==> config.mk <==
export PLATFORM = sky130hd
export DESIGN_NAME = sap_sqrt_pipe
export DESIGN_NICKNAME = d
export VERILOG_FILES = /design/src/rtl/sap_sqrt_pipe.sv
export SDC_FILE = /design/constraint.sdc
export NUM_CORES = 2
export LEC_CHECK = 0
export CAP_MARGIN = 20
export CORE_MARGIN = 10
export CORE_UTILIZATION = 50
export CTS_CLUSTER_SIZE = 16
export DETAILED_ROUTE_END_ITERATION = 6
export DONT_BUFFER_PORTS = 1
export GPL_TIMING_DRIVEN = 0
export HOLD_SLACK_MARGIN = 0.03
export PLACE_DENSITY_LB_ADDON = 0.2
export SKIP_CTS_REPAIR_TIMING = 1
export SYNTH_ARGS = -nofsm -noshare
export SYNTH_HDL_FRONTEND = slang
export SYNTH_SLANG_ARGS = --single-unit
==> constraint.sdc <==
create_clock -name i_clk -period 3.4 [get_ports i_clk]
set_clock_uncertainty 0.05 [all_clocks]
set_input_delay 0.34 -clock i_clk [delete_from_list [all_inputs] [get_ports i_clk]]
set_output_delay 0.34 -clock i_clk [all_outputs]
set_load 0.03 [all_outputs]
==> src/rtl/sap_sqrt_pipe.sv <==
// Pipelined integer square root, one root bit per stage.
module sap_sqrt_pipe #(
    parameter int RBITS = 32
) (
    input  logic               i_clk,
    input  logic               i_en,
    input  logic [2*RBITS-1:0] i_val,
    output logic [RBITS-1:0]   o_root
);
    logic [2*RBITS-1:0] w_val  [RBITS+1];
    logic [RBITS+1:0]   w_rem  [RBITS+1];
    logic [RBITS-1:0]   w_root [RBITS+1];

    assign w_val[0]  = i_val;
    assign w_rem[0]  = '0;
    assign w_root[0] = '0;

    for (genvar g = 0; g < RBITS; g++) begin : g_stage
        logic [RBITS+3:0]   w_cand;
        logic [RBITS+3:0]   w_trial;
        logic               w_hit;
        logic [2*RBITS-1:0] r_val;
        logic [RBITS+1:0]   r_rem;
        logic [RBITS-1:0]   r_root;

        assign w_cand  = {w_rem[g], w_val[g][2*RBITS-1:2*RBITS-2]};
        assign w_trial = {2'b00, w_root[g], 2'b01};
        assign w_hit   = w_cand >= w_trial;

        always_ff @(posedge i_clk) begin
            if (i_en) begin
                r_val  <= {w_val[g][2*RBITS-3:0], 2'b00};
                r_rem  <= w_hit ? (RBITS+2)'(w_cand - w_trial) : (RBITS+2)'(w_cand);
                r_root <= {w_root[g][RBITS-2:0], w_hit};
            end
        end

        assign w_val[g+1]  = r_val;
        assign w_rem[g+1]  = r_rem;
        assign w_root[g+1] = r_root;
    end

    assign o_root = w_root[RBITS];
endmodule

# Yosys cells after proc, flatten, opt, wreduce, memory -nomap -nowiden
# Index checks and enable logic that the tools add are counted.
# word_totals
ff_bits	2543
output_inout_bits	32
elab_cells	189
# op_classes
addsub	31
order_cmp	32
muxes	31
# op_table
op	count
34-bit 2-to-1 mux	30
36-bit by 10-bit greater-or-equal comparator with 1-bit output	1
36-bit by 11-bit greater-or-equal comparator with 1-bit output	1
36-bit by 12-bit greater-or-equal comparator with 1-bit output	1
36-bit by 13-bit greater-or-equal comparator with 1-bit output	1
36-bit by 14-bit greater-or-equal comparator with 1-bit output	1
36-bit by 15-bit greater-or-equal comparator with 1-bit output	1
36-bit by 16-bit greater-or-equal comparator with 1-bit output	1
36-bit by 17-bit greater-or-equal comparator with 1-bit output	1
36-bit by 18-bit greater-or-equal comparator with 1-bit output	1
36-bit by 19-bit greater-or-equal comparator with 1-bit output	1
36-bit by 20-bit greater-or-equal comparator with 1-bit output	1
36-bit by 21-bit greater-or-equal comparator with 1-bit output	1
36-bit by 22-bit greater-or-equal comparator with 1-bit output	1
36-bit by 23-bit greater-or-equal comparator with 1-bit output	1
36-bit by 24-bit greater-or-equal comparator with 1-bit output	1
36-bit by 25-bit greater-or-equal comparator with 1-bit output	1
36-bit by 26-bit greater-or-equal comparator with 1-bit output	1
36-bit by 27-bit greater-or-equal comparator with 1-bit output	1
36-bit by 28-bit greater-or-equal comparator with 1-bit output	1
36-bit by 29-bit greater-or-equal comparator with 1-bit output	1
36-bit by 3-bit greater-or-equal comparator with 1-bit output	1
36-bit by 30-bit greater-or-equal comparator with 1-bit output	1
36-bit by 31-bit greater-or-equal comparator with 1-bit output	1
other kinds (41)	41

# Depth between registers and ports, before layout
# logic_depth
depth_word	2
ltp_mapped	15
depth_no_buf	12

# Least setup slack after synthesis
# Ideal clock, no wire load.
# synth_path
path_type	reg2reg
startpoint	register g_stage[16].r_rem[16]
endpoint	register g_stage[17].r_rem[31], data pin
setup_time_ps	258
t_arrival_ps	2914
path_slack_ps	178
path_stages_with_launch	11
path_buffers	0
cell_sequence	edfxtp_1 > ha_1 > nand3_1 > or4_1 > nor2_1 > o31ai_1 > nand4_1 > o211ai_1 > nor4_1 > or3b_2 > xnor2_1
# synth_via
elab_chain_cells	2
# synth_rtl
item	line_no	source
start: declaration	23	logic [RBITS+1:0] r_rem;
start signal: assignment	33	r_rem <= w_hit ? (RBITS+2)'(w_cand - w_trial) : (RBITS+2)'(w_cand);
34-bit by 19-bit subtractor with 34-bit output or 36-bit by 19-bit greater-or-equal comparator with 1-bit output (tied branches)	33, 28	
34-bit 2-to-1 mux *	33	
end signal: assignment	33	
end: declaration	23	
# Mark *: on every way between the ends. The rest lies on a longest branch, timed or not.
# A chain may end at the register's enable or synchronous reset.

# Final worst setup path
# layout_path
startpoint	register g_stage[14].r_rem[20]
endpoint	register g_stage[15].r_rem[10], data pin
# layout_via
elab_chain_cells	2
# layout_rtl
item	line_no	source
start: declaration	23	
start signal: assignment	33	
36-bit by 17-bit greater-or-equal comparator with 1-bit output	28	assign w_hit = w_cand >= w_trial;
34-bit 2-to-1 mux	33	
end signal: assignment	33	
end: declaration	23	
# Every way passes these cells.

==> impl_summary.md <==
Run status
The run finished, with violations left. The final reports fail on design-rule violations, negative hold slack, max-slew violations, negative setup slack.

Power and ir drop
The internal power contribution is around 65 mW. The combinational power share is 0.204. For this design the ratio of total power to cell area is 659.0 mW/mm^2. The fraction of power consumed by the clock network is 0.326. The sequential share of power is 0.470.

The largest voltage drop on the vdd net is approximately 0.51 mV. The total power is between 80 and 90 mW. Of the total power, the share spent switching nets is 0.2773. Summed over all nets, the switching power comes to around 25 mW. For this design the static power due to leakage is approximately 51 nW.

CTS
TritonCTS built the clock tree. The count of clock tree sinks is about 2500. The root buffer selected by CTS is clkbuf_16. The H-tree depth reported by CTS is 5. The maximum clock path buffer count is 4. After clock tree synthesis, the clock-pin slew on the worst setup and hold paths is 0.06 ns. The clock latency on the worst-skew pair is ~0.90 ns. The number of buffers created by CTS is about 290.

GRT
The via count of the first global-routing pass is between 60000 and 70000. The first-pass GRT wire length is 381900 um. After global routing the overflow that remains totals 0. Entering global routing, the biggest net connects roughly 360 pins.

The global routing usage on met1 is 0.2526. In the global route stage, met3 resource usage came out at 0.02486. The layer with the highest usage is met2. For this run, the total global-route usage over all layers was measured as 0.1843. The initial antenna violation count is 4. The global-route track usage on met2 is 0.3066.

Yosys
Synthesis instantiated roughly 100 different standard cells from the library. Among all flip-flop cells after synthesis, the most frequent one is edfxtp_1. Counting every net in the synthesized netlist gives ~9700. The synthesized instance count is just over 9000. The share of Yosys cell area claimed by the top area cell type is 0.6448. The synthesis warning total is 0. The share of synthesized registers carrying an async set or reset is 0.

The cell area that synthesis handed to floorplanning was between 0.1 and 0.15 sq mm. The flop and latch count out of synthesis is roughly 2500. The cell taking the most area after synthesis is edfxtp_1. Yosys mapped a number of flops with a built-in enable equal to roughly 2500.

The post-synthesis sequential area ratio is 0.6448. Yosys attributes the largest share of cell area to edfxtp_1, ha_1, xnor2_1, xor2_1, a21oi_1. The average instance in the mapped netlist occupies around 13 sq um.

Place
The weighted congestion at the end of routability-driven global placement is 0.8912. The standard cell area after detailed placement is between 0.1 and 0.15 sq mm. The post-detailed-placement half-perimeter wirelength is approximately 170000 um. At the placement stage, the worst setup path has a slack of -2.076 ns.

During placement, the flow inserted port buffers numbering 0.

Route
The routed length per instance is roughly 19 um. The DRC violation count after routing is 3. The wire length reported by the detailed router is about 250000 um. Dividing the detail-routed via count by the number of cells gives approximately 5.5.

Once detail routing completed, the nets flagged for antenna violations numbered 0. Before antenna repair, the detailed router went through 7 iterations. The total number of vias is about 71000. After the first detailed-routing iteration, the DRC count stood at between 5000 and 6000.

STA
The worst relative slew slack is -0.01962. The sum of negative setup slack is -0.8899 ns. Setup violations remaining at the end of the flow were counted as 18. Setup repair after global routing could not meet its margin everywhere. After layout, the minimum clock period comes to 3.496 ns. For the pin with the worst max-slew slack, the measured transition is ~1.5 ns. The number of hold violations in the final report is 2. The least setup slack across all paths after layout is -0.09572 ns. The final critical-path share of the clock period is 1.028. The tightest hold path in the finished design has a slack of -0.01855 ns. The highest attainable clock frequency is around 290 MHz. The number of max-slew violations in the final report came to 77.

Min path
The class of the most critical hold timing path is primary input to flop.

Floorplan
The die is just over 500 um tall. The die area is approximately 0.25 sq mm. Pin placement for this block handled slightly below 100 I/O pins.

The effective utilization at floorplan is 0.5038. The die width is approximately 500 um. The core region area is between 0.2 and 0.25 sq mm.

The number of cell rows is between 150 and 200.

Critical path
The maximum fanout count along the critical path is 5. STA classifies the critical path endpoint as a flop. The type of the worst setup path is flop to flop. The arrival time of the worst setup path is slightly above 4 ns. The data required time of the worst path is approximately 4.0 ns. The sort of element at the start of the critical path is a flop.

Finish
The total number of nets in the final design is 10230. The share of cells above drive strength 1 is 0.1152. After routing the design area is about 0.14 sq mm. The layout overhead on the synthesized area is 15.31%.

Flow run
The tool flagged a number of max-cap violations equal to 0.
## kinds of logic after synthesis
logic type	share of synthesized area
compound gates	0.09508
fa+ha+maj	0.05985
xor+xnor	0.06187
simple gates	0.1019
flops	0.6448
mux	0.007710
other cells	0.00003192
buf+inv	0.02870
## path summary, 6_finish.rpt
| path | start | to | slack, ns | cells past startpoint |
|---|---|---|---|---|
| max reg2reg | g_stage[14].r_rem[20]$_DFFE_PP_ | g_stage[15].r_rem[10]$_DFFE_PP_ | -0.1 | 11 |
| max | g_stage[14].r_rem[20]$_DFFE_PP_ | g_stage[15].r_rem[10]$_DFFE_PP_ | -0.1 | 11 |
| min reg2reg | g_stage[11].r_val[27]$_DFFE_PP_ | g_stage[12].r_val[29]$_DFFE_PP_ | 0.34 | 0 |
| min | i_en | g_stage[1].r_val[47]$_DFFE_PP_ | -0.02 | 1 |
## registers in the layout, summed over array words and instances (netlist names)
signal / cells
g_stage.r_rem: 1003
g_stage.r_val: 992
g_stage.r_root: 496
o_root: 32
## metrics by stage
| stage | cells | util |
|---|---|---|
| 4_1_cts | 12670 | 0.5595 |
| 2_1_floorplan | 9050 | - |
| 3_5_place_dp | 12200 | 0.5220 |
| 6_report | 12920 | 0.5810 |
| 3_3_place_gp | 12180 | 0.5206 |
| 5_1_grt | 12920 | 0.5810 |
## per-layer routing
layer	wire length [um]	vias to the layer above	part of all wire
li1	-	34650	-
met5	13	-	0.000052
met1	110400	34830	0.44
met4	7328	2	0.030
met3	10380	439	0.042
met2	120100	1526	0.48
## worst max-delay path, cell delays in order (launching register included)
cell	delay [ns]
edfxtp_1	0.40
or4_4	0.57
or4_4	0.45
or3_4	0.35
or3_4	0.36
nor3_4	0.35
nand3_4	0.16
buf_6	0.16
inv_8	0.06
buf_8	0.12
buf_8	0.13
o21ai_2	0.07
## power groups by stage
stage	Combinational (mW)	Sequential (mW)	Clock [mW]
2_1_floorplan	12.6	41.3	0
3_3_place_gp	15.9	42.6	0
3_5_place_dp	16.7	42.6	0
4_1_cts	16.8	42.0	30.0
5_1_grt	20.3	42.3	31.2
6_report	18.2	41.9	29.1
## synth_stat cells, drive strengths merged (14+ instances only)
cell,count
edfxtp,2523
inv,712
nand2,628
ha,562
a21oi,558
nor2,509
o21ai,491
xnor2,443
xor2,387
nor3,234
a21o,225
nand3,169
clkbuf,136
nand2b,127
or3,116
nor4,108
nand4,91
nor2b,76
o21a,74
or4,69
mux2,68
o31ai,56
a31oi,52
o21bai,51
a211oi,50
or2,47
and3,43
and2,36
buf,35
o211ai,35
nand3b,31
and4,22
a2111oi,21
o31a,19
nor4b,18
a21boi,15
nand4b,15
mux2i,14
## cell type report
cell class	instances	area, sq um
Multi-Input combinational cell	5643	40590
Buffer	147	890.9
Fill cell	18500	97720
Sequential cell	2523	75760
Antenna cell	1	2.502
Clock inverter	125	1267
Tap cell	3132	3919
Timing Repair Buffer	283	2863
Inverter	713	2694
Clock buffer	353	7493
## layout by cell type, fill, tap and decap left out, types with 42 or more instances in the layout
master,netlist,final
inv_1,708,703
a21o_1,225,225
nand2b_1,123,123
clkinv_1,1,45
xor2_1,387,387
buf_4,6,156
nand4_1,91,91
nand3_1,168,165
o21ai_0,487,439
xnor2_1,443,437
clkbuf_16,0,295
mux2_2,68,68
or4_1,66,53
or2_2,43,42
o21a_1,74,72
or3_1,115,105
nand2_1,626,617
o31ai_1,56,44
clkbuf_1,136,108
nor3_1,232,214
dlygate4sd3_1,0,120
a31oi_1,52,43
edfxtp_1,2523,2523
nor2b_1,76,74
ha_1,562,521
nor4_1,101,73
nor2_1,509,487
a21oi_1,558,517
o21bai_1,51,49
(Power assumes the default switching activity.)
